$ cat src/design/plpc_pkg.sv
// Package for the per-peer packet loss counter.
// Types, codes and constants shared by the table, the update logic and the top level.
// No dependencies.
`timescale 1ns / 1ps
`default_nettype none

package plpc_pkg;

  localparam int PEERS_DEFAULT = 16;
  localparam logic [7:0] TRAILER_BYTES = 8'd2;

  typedef enum logic [1:0] {
    FN_PACKET = 2'd0,
    FN_CLEAR  = 2'd1,
    FN_READ   = 2'd2,
    FN_STOP   = 2'd3
  } func_t;

  typedef enum logic [2:0] {
    ST_ACCEPTED = 3'd0,
    ST_OFF      = 3'd1,
    ST_BAD_PEER = 3'd2,
    ST_CLEARED  = 3'd3,
    ST_READ     = 3'd4,
    ST_STOPPED  = 3'd5
  } status_t;

  typedef enum logic [1:0] {
    S_CLEAR,
    S_IDLE,
    S_RD
  } ctrl_state_t;

  // One table entry.
  typedef struct packed {
    logic        seen;
    logic [31:0] last_seq;
    logic [31:0] rx_cnt;
    logic [31:0] lost_cnt;
  } entry_t;

endpackage

`default_nettype wire

$ cat src/design/plpc_table.sv
// Peer table: one synchronous memory, one write and one read port, registered read.
// Depends on plpc_pkg (entry_t).
`timescale 1ns / 1ps
`default_nettype none

module plpc_table #(
  parameter int DEPTH = plpc_pkg::PEERS_DEFAULT,
  parameter int AW    = 4
) (
  input  wire logic             clk,
  input  wire logic             we,
  input  wire logic [AW-1:0]    waddr,
  input  wire plpc_pkg::entry_t wdata,
  input  wire logic [AW-1:0]    raddr,
  output plpc_pkg::entry_t      rdata
);
  import plpc_pkg::*;

  entry_t mem [DEPTH];
  entry_t rdata_r;

  always_ff @(posedge clk) begin
    if (we) begin
      mem[waddr] <= wdata;
    end
  end

  always_ff @(posedge clk) begin
    rdata_r <= mem[raddr];
  end

  assign rdata = rdata_r;

endmodule

`default_nettype wire

$ cat src/design/plpc_update.sv
// Entry update for an accepted packet: count it, add any sequence gap to lost.
// Depends on plpc_pkg (entry_t).
`timescale 1ns / 1ps
`default_nettype none

module plpc_update (
  input  wire plpc_pkg::entry_t cur,
  input  wire logic [31:0]      seq,
  output plpc_pkg::entry_t      nxt
);
  import plpc_pkg::*;

  logic [31:0] expected;
  logic [31:0] gap;

  assign expected = cur.last_seq + 32'd1;
  // gap is zero when the sequence follows on, so no compare is needed
  assign gap      = seq - expected;

  always_comb begin
    nxt          = cur;
    nxt.seen     = 1'b1;
    nxt.last_seq = seq;
    nxt.rx_cnt   = cur.rx_cnt + 32'd1;
    nxt.lost_cnt = cur.seen ? (cur.lost_cnt + gap) : cur.lost_cnt;
  end

endmodule

`default_nettype wire

$ cat src/design/per_peer_packet_loss_counter.sv
// Per-peer packet loss counter, top level. Depends on plpc_pkg, plpc_table, plpc_update.
// Packet and read: table read in the accept cycle; a packet's entry is updated and written back in the next;
//   result strobe registered in S_RD; busy is high in S_RD, so no new transaction is taken there.
// Stop and rejected items: result strobe in the cycle after acceptance, busy stays low.
// Clear: sweeps the table, one entry a cycle; result strobe registered at the end of the sweep.
// Reset: the same sweep (busy high, no result); the receiver cannot stall.
`timescale 1ns / 1ps
`default_nettype none

module per_peer_packet_loss_counter #(
  parameter int MAX_PEERS = plpc_pkg::PEERS_DEFAULT
) (
  input  wire logic        clk,
  input  wire logic        rst_n,
  input  wire logic        start,
  output logic             busy,
  input  wire logic [1:0]  in_func,
  input  wire logic [15:0] in_peer_id,
  input  wire logic [31:0] in_seq_num,
  input  wire logic [7:0]  in_frame_length,
  input  wire logic [7:0]  in_signal_byte,
  output logic             out_valid,
  output logic [2:0]       out_status,
  output logic [15:0]      out_peer_out,
  output logic [7:0]       out_payload_length,
  output logic [31:0]      out_last_seq,
  output logic [7:0]       out_rssi,
  output logic [31:0]      out_received_count,
  output logic [31:0]      out_lost_count,
  output logic             out_peer_seen
);
  import plpc_pkg::*;

  localparam int AW = (MAX_PEERS > 1) ? $clog2(MAX_PEERS) : 1;
  localparam logic [AW-1:0] LAST_IDX = AW'(MAX_PEERS - 1);

  ctrl_state_t state_r, state_nxt;
  logic [AW-1:0] clr_idx_r, clr_idx_nxt;
  logic          clr_report_r, clr_report_nxt;
  logic          rx_on_r, rx_on_nxt;

  func_t       pend_func_r, pend_func_nxt;
  logic [15:0] pend_peer_r, pend_peer_nxt;
  logic [31:0] pend_seq_r, pend_seq_nxt;
  logic [7:0]  pend_plen_r, pend_plen_nxt;
  logic [7:0]  pend_rssi_r, pend_rssi_nxt;

  logic        out_valid_r, out_valid_nxt;
  status_t     status_r, status_nxt;
  logic [15:0] peer_r, peer_nxt;
  logic [7:0]  plen_r, plen_nxt;
  logic [31:0] lseq_r, lseq_nxt;
  logic [7:0]  rssi_r, rssi_nxt;
  logic [31:0] rx_r, rx_nxt;
  logic [31:0] lost_r, lost_nxt;
  logic        seen_r, seen_nxt;

  logic          accept;
  func_t         func_in;
  logic          peer_ok;
  logic [7:0]    plen_in;
  logic          mem_we;
  logic [AW-1:0] mem_waddr;
  entry_t        mem_wdata;
  entry_t        mem_rdata;
  entry_t        upd_entry;
  entry_t        view;

  assign busy    = (state_r != S_IDLE);
  assign accept  = start && !busy;
  assign func_in = func_t'(in_func);
  assign peer_ok = {1'b0, in_peer_id} < 17'(MAX_PEERS);
  assign plen_in = (in_frame_length >= TRAILER_BYTES) ? (in_frame_length - TRAILER_BYTES)
                                                      : 8'd0;

  plpc_table #(
    .DEPTH (MAX_PEERS),
    .AW    (AW)
  ) u_table (
    .clk   (clk),
    .we    (mem_we),
    .waddr (mem_waddr),
    .wdata (mem_wdata),
    .raddr (in_peer_id[AW-1:0]),
    .rdata (mem_rdata)
  );

  plpc_update u_update (
    .cur (mem_rdata),
    .seq (pend_seq_r),
    .nxt (upd_entry)
  );

  // what a result shows of an entry: a packet shows the updated entry; last_seq reads zero if not seen
  always_comb begin
    view = (pend_func_r == FN_PACKET) ? upd_entry : mem_rdata;
    if (!view.seen) begin
      view.last_seq = 32'd0;
    end
  end

  always_ff @(posedge clk) begin
    if (!rst_n) begin
      state_r      <= S_CLEAR;
      clr_idx_r    <= '0;
      clr_report_r <= 1'b0;
      rx_on_r      <= 1'b0;
      out_valid_r  <= 1'b0;
    end else begin
      state_r      <= state_nxt;
      clr_idx_r    <= clr_idx_nxt;
      clr_report_r <= clr_report_nxt;
      rx_on_r      <= rx_on_nxt;
      out_valid_r  <= out_valid_nxt;
    end
  end

  always_ff @(posedge clk) begin
    pend_func_r <= pend_func_nxt;
    pend_peer_r <= pend_peer_nxt;
    pend_seq_r  <= pend_seq_nxt;
    pend_plen_r <= pend_plen_nxt;
    pend_rssi_r <= pend_rssi_nxt;
    status_r    <= status_nxt;
    peer_r      <= peer_nxt;
    plen_r      <= plen_nxt;
    lseq_r      <= lseq_nxt;
    rssi_r      <= rssi_nxt;
    rx_r        <= rx_nxt;
    lost_r      <= lost_nxt;
    seen_r      <= seen_nxt;
  end

  always_comb begin
    state_nxt      = state_r;
    clr_idx_nxt    = clr_idx_r;
    clr_report_nxt = clr_report_r;
    rx_on_nxt      = rx_on_r;
    pend_func_nxt  = pend_func_r;
    pend_peer_nxt  = pend_peer_r;
    pend_seq_nxt   = pend_seq_r;
    pend_plen_nxt  = pend_plen_r;
    pend_rssi_nxt  = pend_rssi_r;
    out_valid_nxt  = 1'b0;
    status_nxt     = status_r;
    peer_nxt       = peer_r;
    plen_nxt       = plen_r;
    lseq_nxt       = lseq_r;
    rssi_nxt       = rssi_r;
    rx_nxt         = rx_r;
    lost_nxt       = lost_r;
    seen_nxt       = seen_r;
    mem_we         = 1'b0;
    mem_waddr      = clr_idx_r;
    mem_wdata      = '0;

    unique case (state_r)
      S_CLEAR: begin
        mem_we = 1'b1;
        if (clr_idx_r == LAST_IDX) begin
          state_nxt      = S_IDLE;
          clr_idx_nxt    = '0;
          clr_report_nxt = 1'b0;
          if (clr_report_r) begin
            out_valid_nxt = 1'b1;
            status_nxt    = ST_CLEARED;
            peer_nxt      = 16'd0;
            plen_nxt      = 8'd0;
            lseq_nxt      = 32'd0;
            rssi_nxt      = 8'd0;
            rx_nxt        = 32'd0;
            lost_nxt      = 32'd0;
            seen_nxt      = 1'b0;
          end
        end else begin
          clr_idx_nxt = clr_idx_r + AW'(1);
        end
      end

      S_IDLE: begin
        if (accept) begin
          pend_func_nxt = func_in;
          pend_peer_nxt = in_peer_id;
          pend_seq_nxt  = in_seq_num;
          pend_plen_nxt = plen_in;
          pend_rssi_nxt = in_signal_byte;
          // defaults for the transactions answered at once
          status_nxt    = ST_STOPPED;
          peer_nxt      = in_peer_id;
          plen_nxt      = 8'd0;
          lseq_nxt      = 32'd0;
          rssi_nxt      = 8'd0;
          rx_nxt        = 32'd0;
          lost_nxt      = 32'd0;
          seen_nxt      = 1'b0;
          if (func_in == FN_CLEAR) begin
            rx_on_nxt      = 1'b1;
            clr_report_nxt = 1'b1;
            clr_idx_nxt    = '0;
            state_nxt      = S_CLEAR;
          end else if (func_in == FN_STOP) begin
            rx_on_nxt     = 1'b0;
            out_valid_nxt = 1'b1;
            status_nxt    = ST_STOPPED;
            peer_nxt      = 16'd0;
          end else if (func_in == FN_PACKET && !rx_on_r) begin
            out_valid_nxt = 1'b1;
            status_nxt    = ST_OFF;
          end else if (!peer_ok) begin
            out_valid_nxt = 1'b1;
            status_nxt    = ST_BAD_PEER;
          end else begin
            state_nxt = S_RD;
          end
        end
      end

      S_RD: begin
        state_nxt     = S_IDLE;
        mem_we        = (pend_func_r == FN_PACKET);
        mem_waddr     = pend_peer_r[AW-1:0];
        mem_wdata     = upd_entry;
        out_valid_nxt = 1'b1;
        status_nxt    = (pend_func_r == FN_PACKET) ? ST_ACCEPTED : ST_READ;
        peer_nxt      = pend_peer_r;
        plen_nxt      = (pend_func_r == FN_PACKET) ? pend_plen_r : 8'd0;
        rssi_nxt      = (pend_func_r == FN_PACKET) ? pend_rssi_r : 8'd0;
        lseq_nxt      = view.last_seq;
        rx_nxt        = view.rx_cnt;
        lost_nxt      = view.lost_cnt;
        seen_nxt      = view.seen;
      end

      default: begin
        state_nxt = S_IDLE;
      end
    endcase
  end

  assign out_valid          = out_valid_r;
  assign out_status         = status_r;
  assign out_peer_out       = peer_r;
  assign out_payload_length = plen_r;
  assign out_last_seq       = lseq_r;
  assign out_rssi           = rssi_r;
  assign out_received_count = rx_r;
  assign out_lost_count     = lost_r;
  assign out_peer_seen      = seen_r;

  // table writes only come from the sweep or a packet write-back
  a_write_source: assert property (@(posedge clk) disable iff (!rst_n)
    mem_we |-> (state_r == S_CLEAR || (state_r == S_RD && pend_func_r == FN_PACKET)))
    else $error("table written outside sweep or write-back");

  // every read or packet table access gives a result in the following cycle
  a_rd_result: assert property (@(posedge clk) disable iff (!rst_n)
    state_r == S_RD |=> out_valid && !busy)
    else $error("no result after table access");

  // the end of a commanded sweep reports a clear
  a_clear_report: assert property (@(posedge clk) disable iff (!rst_n)
    (state_r == S_CLEAR && clr_idx_r == LAST_IDX && clr_report_r)
      |=> (out_valid && out_status == ST_CLEARED && rx_on_r))
    else $error("clear sweep ended without report");

  // an accepted packet always reports its peer as seen
  a_packet_seen: assert property (@(posedge clk) disable iff (!rst_n)
    (out_valid && out_status == ST_ACCEPTED) |-> out_peer_seen)
    else $error("accepted packet with peer not seen");

endmodule

`default_nettype wire

$ cat config.mk
export PLATFORM = sky130hd
export DESIGN_NAME = per_peer_packet_loss_counter
export DESIGN_NICKNAME = d
export VERILOG_FILES = /design/src/design/plpc_pkg.sv /design/src/design/plpc_table.sv /design/src/design/plpc_update.sv /design/src/design/per_peer_packet_loss_counter.sv
export SDC_FILE = /design/constraint.sdc
export NUM_CORES = 2
export LEC_CHECK = 0
export ABC_AREA = 0
export BUFFER_PORTS_ARGS = -buffer_cell sky130_fd_sc_hd__buf_2
export CAP_MARGIN = 15
export CORE_MARGIN = 3
export CORE_UTILIZATION = 50
export DETAILED_ROUTE_END_ITERATION = 10
export GPL_ROUTABILITY_DRIVEN = 0
export PLACE_DENSITY = 0.66
export REMOVE_ABC_BUFFERS = 1
export SETUP_SLACK_MARGIN = 0.1
export SLEW_MARGIN = 20
export SYNTH_ARGS = -nofsm -noshare
export SYNTH_HDL_FRONTEND = slang
export SYNTH_SLANG_ARGS = --single-unit
$ cat constraint.sdc
create_clock -name clk -period 25 [get_ports clk]
set_input_delay 1.25 -clock clk [delete_from_list [all_inputs] [get_ports clk]]
set_output_delay 1.25 -clock clk [all_outputs]
set_load 0.01 [all_outputs]
# After elaboration in Yosys (flattened, before gate mapping)
# Memories as Yosys holds them, arrays and structs flattened. A register that Yosys moved wholly into a read port is not among the register bits.
# Cells that the tools add are included.
[totals] ff_bits=207 latch_bits=0 mem_bits_rw=1552 rom_bits=0 input_bits=69 output_inout_bits=134 wordCells=121 mem_count=1
[mem_list] name="u_table.mem" words=16 word_bits=97 rd=1 rd_ports_with_merged_regs=1 write_ports=1 line_no="plpc_table.sv:19" source="entry_t mem [DEPTH];"
[op_classes] n_addsub=6 mul=0 div_mod_pow=0 n_lt_le_gt_ge=2 eq_ne=13 n_shift=0 muxes=65 bitwise_logic=0 n_reduce_logical=16
[ops] cell="one-hot mux 32 bit (3 select lines)" n=3
[ops] cell="two-way mux 97 bit" n=2
[ops] cell="two-way mux 32 bit" n=5
[ops] cell="two-way mux 16 bit" n=5
[ops] cell="adder 32 x 1 -> 32 bit, second input constant" n=2
[ops] cell="one-hot mux 16 bit (3 select lines)" n=1
[ops] cell="one-hot mux 8 bit (3 select lines)" n=2
[ops] cell="two-way mux 8 bit" n=5
[ops] cell="adder 32 bit" n=1
[ops] cell="subtractor 32 bit" n=1
[ops] cell="two-way mux 3 bit" n=8
[ops] cell="two-way mux 1 bit" n=17
[ops] cell="less-than comparator 16 x 5 -> 1 bit, second input constant" n=1
[ops] cell="two-way mux 4 bit" n=4
[ops] cell="two-way mux 2 bit" n=6
[ops] cell="inequality test 3 bit, second input constant" n=3
[ops] cell="one-hot mux 3 bit (3 select lines)" n=1
[ops] cell=">= comparator 8 x 2 -> 1 bit, second input constant" n=1
[ops] cell="inequality test 2 bit, second input constant" n=4
[ops] cell="one-hot mux 4 bit (2 select lines)" n=1
[ops] cell="AND reduction 4 bit" n=2
[ops] cell="subtractor 8 x 2 -> 8 bit, second input constant" n=1
[ops] cell="zero test 2 bit" n=3
[ops] cell="one-hot mux 1 bit (3 select lines)" n=2
[ops] cell="other kinds (14)" n=21

# Depth between registers and ports, before layout
[depth] ltp_word=7 ltp_mapped=12 depth_no_buf=12

# Modules after synthesis
# Synthesis repeated with hierarchy kept, for this count alone.
[unflattened] hier_cells=3858 area_unflattened_um2=73022.5
[modules_own_cells] mod="plpc_table" instances=1 cells_each=2484 area_each_um2=59867.4 seq_area_each_um2=48546.6
[modules_own_cells] mod="per_peer_packet_loss_counter" instances=1 cells_each=800 area_each_um2=9288.9 seq_area_each_um2=6125.9
[modules_own_cells] mod="plpc_update" instances=1 cells_each=574 area_each_um2=3866.2 seq_area_each_um2=0.0

# Worst setup path after synthesis
# OpenSTA, ideal clock, no wires.
[synth_timing] path_type="input-to-reg" from="input start" to="register lseq_r[0] (netlist: out_last_seq[0]) (enable)" setup_time_ns=0.832 t_arrival_ns=10.959 slack_ns=13.208 stages=2 n_path_buf=0 cell_sequence="inv_1 a221oi_1"
[synth_via] elab_chain_cells=3
[synth_lines] item="start: declaration" line_no="per_peer_packet_loss_counter.sv:15" source="input wire logic start,"
[synth_lines] item="logical AND 1 bit" line_no="per_peer_packet_loss_counter.sv:70" source="assign accept = start && !busy;"
[synth_lines] item="inequality test 2 bit (no line)"
[synth_lines] item="AND reduction 4 bit (no line)"
[synth_lines] item="end signal: assignment" line_no="per_peer_packet_loss_counter.sv:127" source="lseq_r <= lseq_nxt;"
[synth_lines] item="end: declaration" line_no="per_peer_packet_loss_counter.sv:52" source="logic [31:0] lseq_r, lseq_nxt;"
# No other way between the ends.
# A chain may end at the register's enable or synchronous reset.

# Worst setup path in the final report
[layout_timing] from="register state_r[0]" to="memory u_table.mem[6][54] (netlist name) (enable)"
[layout_via] elab_chain_cells=4
[layout_lines] item="start: declaration" line_no="per_peer_packet_loss_counter.sv:37" source="ctrl_state_t state_r, state_nxt;"
[layout_lines] item="start signal: assignment" line_no="per_peer_packet_loss_counter.sv:110" source="state_r <= state_nxt;"
[layout_lines] item="== test 2 bit or zero test 2 bit (tied branches)" line_no="per_peer_packet_loss_counter.sv:157" source="unique case (state_r)"
[layout_lines] item="one-hot mux 1 bit (2 select lines)" line_no="per_peer_packet_loss_counter.sv:157"
[layout_lines] item="two-way mux 1 bit" line_no="plpc_table.sv:23" source="if (we) begin"
[layout_lines] item="two-way mux 1 bit (not written as such)" line_no="plpc_table.sv:24" source="mem[waddr] <= wdata;"
[layout_lines] item="end: declaration" line_no="plpc_table.sv:19"
# Several ways; a longest one is shown, not always the timed one.

==> impl_metrics.json <==
{
  "drv_slew": 0,
  "portBuffers": 202,
  "clock-sinks": 1856,
  "hold_viol": 0,
  "required_ns": 25.41,
  "first_pass_iters": 7,
  "cts_made_buffers": 184,
  "rows": 139,
  "slowest_delay_ns": 0.89,
  "period_share_pct": 19.9,
  "coreArea_um2": 144000,
  "crit_buf_inv": 4,
  "r2r_start": "state_r[0]$_SDFFE_PN0P_",
  "syn_area_per_cell_um2": 20.2,
  "antenna_cells": 0,
  "fin_area_um2": 82400,
  "die_w_um": 388,
  "swShare_pct": 23.2,
  "vias_per_cell": 6.08,
  "critPathKind": "flip-flop to flip-flop",
  "status": "finished, final reports clean",
  "cellPowerDensity_nw_per_um2": 84.9,
  "synth_cell_types": 74,
  "io_pins": 203,
  "cts_root_buf": "clkbuf_16",
  "worst-endpoint-arrival_ns": 5.39,
  "ir_worst_vdd_mv": 0.0704,
  "cp_slowest_cell": "nor2_4",
  "setup_viol": 0,
  "post_route_cells_drive_above_1_share_pct": 26.8,
  "finalWirelength_um": 170000,
  "die_y_um": 388,
  "cts_tree": "done",
  "p_int_w": 0.00537,
  "startpoint": "state_r[0]$_SDFFE_PN0P_",
  "rsz0062_at_grt": "false",
  "post_cts_buffers": 0,
  "synth_edf_count": 1750,
  "post-route-min-period_ns": 4.98,
  "clock_power_share_pct": 38.8,
  "num-nets-final": 4028,
  "grt_max_degree": 98,
  "p_leak_nw": 25.3,
  "die_area_um2": 150000,
  "p_sw_w": 0.00163,
  "fillCellCount": 10600,
  "track_usage_pct": 22.9,
  "grt_pass1_vias": 36900,
  "yosys_warnings": 0,
  "worstSetupStartpointType": "flip-flop",
  "routedWlPerCell_um": 28.7,
  "cp_common_cell": "buf_4",
  "seq_power_share_pct": 52.0,
  "synth-seq-cells": 1856,
  "post_cts_resized": 0,
  "crit_chain": "inv_1, ha_4, buf_4, nand2_1, o22ai_1, nand2_1, nor2_4, buf_4, buf_4",
  "hold_start": "clr_report_r$_SDFFE_PN0P_",
  "cap_viol_max_count": 0,
  "hp-class": "flip-flop to flip-flop",
  "htreeDepth": 4,
  "syn2layout_area_growth_pct": 13.1,
  "syn_area_um2": 72900,
  "postSynthCellCount": 3612,
  "synth-async-reset-ratio_pct": 0,
  "placed_area_um2": 76400,
  "vias": 36200,
  "cpLargestDelayFamily": "buffers and inverters",
  "grt_overflow": 0,
  "clkTransAtPathRegs_ns": 0.06,
  "worst_pin_slew_ns": 1.12,
  "tns_ns": 0,
  "clk_latency_ns": 0.80,
  "combPwrFrac_pct": 9.2,
  "grt_pass1_wl_um": 251000,
  "ys.flop_type": "edfxtp_1",
  "crit_fanout": 47,
  "ctsLongestPathBuffers": 3,
  "slew_headroom_pct": 25.3,
  "ant_nets": 0,
  "dpl.hpwl_um": 87800,
  "critPathCaptureType": "flip-flop",
  "antenna_found_initial": 7,
  "fmax_ghz": 0.201,
  "drc": 0,
  "ys_seq_area_share_pct": 75.0,
  "skew_ns": 0.0244,
  "initialDrtViolationCount": 3634,
  "cts_hold_buf": 0,
  "start_util_pct": 50.5
}
final timing paths:
path,endpoint,slack (ns),cells past startpoint
max,u_table.mem[6][54]$_DFFE_PP_,20.02,9
min,clr_report_r$_SDFFE_PN0P_,0.50,2
max reg2reg,u_table.mem[6][54]$_DFFE_PP_,20.02,9
min reg2reg,clr_report_r$_SDFFE_PN0P_,0.50,2
through the flow:
stage               power [W]  hold slack [ns]  instances  utilization (%)  setup slack [ns]
detailed placement    0.00435            0.493       5604             53.0             19.13
global placement      0.00434            0.482       5603             53.0             19.16
finish                0.00699            0.503       5950             57.2             20.02
CTS                   0.00705            0.502       5947             57.1             19.97
floorplan             0.00409            0.471       3428                -             13.21
global route          0.00724            0.528       5950             57.2             19.63
cell type report:
class / count / area (um2) / share of cell area (%)
clock buffers: 240 / 5060 / 6.14
well taps: 1903 / 2380 / 2.89
multi-input cells: 1434 / 17200 / 20.8
repair buffers: 276 / 1710 / 2.08
flip-flops and latches: 1856 / 54700 / 66.3
inverters: 138 / 526 / 0.638
clock inverters: 103 / 905 / 1.10
Yosys cell counts, types with 32 or more instances:
master       n  area, um2
nand2_1    174        653
inv_1      137        514
nand3_1     48        240
dfxtp_1    106       2120
mux4_2     485      10900
nor2_1     151        567
xnor2_1     39        342
edfxtp_1  1750      52600
o21ai_0     51        255
ha_1        37        463
fa_1        32        641
a21oi_1    109        546
clkbuf_1   134        503
registers in the layout (all words and copies together), names as in the netlist:
register            cells
out_payload_length      8
pend_peer_r            16
out_rssi                8
state_r                 2
u_table.mem          1552
out_status              3
u_table.rdata          97
pend_func_r             2
out_valid               1
clr_report_r            1
rx_on_r                 1
out_last_seq           32
pend_seq_r             32
out_lost_count         32
pend_rssi_r             8
clr_idx_r               4
out_peer_seen           1
out_peer_out           16
pend_plen_r             8
out_received_count     32
cells in the final DEF (no fill, tap or decap), drive strengths merged, types with 9 or more instances in the layout:
cell type / n
edfxtp: 1750
mux4: 485
buf: 273
clkbuf: 243
nand2: 177
nor2: 151
inv: 146
a21oi: 109
dfxtp: 106
clkinv: 77
o21ai: 53
nand3: 48
xnor2: 39
ha: 37
fa: 32
xor2: 31
and3: 25
or3: 21
nor2b: 20
nand4: 17
nor3: 16
a22oi: 15
a21o: 14
mux2i: 14
bufinv: 13
and2: 13
a31oi: 11
a21boi: 9
o211ai: 9
a211oi: 9
worst register-to-register path: stages, from the launching register on:
cell and delay [ns]:
dfxtp_1 0.34, inv_1 0.14, ha_4 0.40, buf_4 0.55, nand2_1 0.14, o22ai_1 0.19, nand2_1 0.27, nor2_4 0.89
buf_4 0.79, buf_4 0.83
power groups by stage:
stage,sequential (W),clock (W),combinational [W]
CTS,0.00364,0.00277,0.000648
detailed placement,0.00370,0,0.000646
floorplan,0.00371,0,0.000378
finish,0.00364,0.00272,0.000642
global placement,0.00370,0,0.000639
global route,0.00365,0.00290,0.000693
routing by layer:
layer  track usage, %  routed length, um  vias to the layer above
met2             36.1              81700                     1550
li1                 -                  -                    15200
met3             3.99              13100                      270
met5                0                  7                        -
met4             6.65               4320                        2
met1             33.3              71300                    19200
logic make-up after synthesis:
kind of cell	count (synthesis)	synth area share (%)
adders and majority gates	69	1.51
xor gates and xnor gates	70	0.841
buffers and inverters	322	1.72
DFF	1856	75.0
muxes	499	15.2
AOI/OAI and AO/OA	267	2.27
and+or+nand+nor	529	3.45
Note: power is estimated with default switching activity, not from simulation.
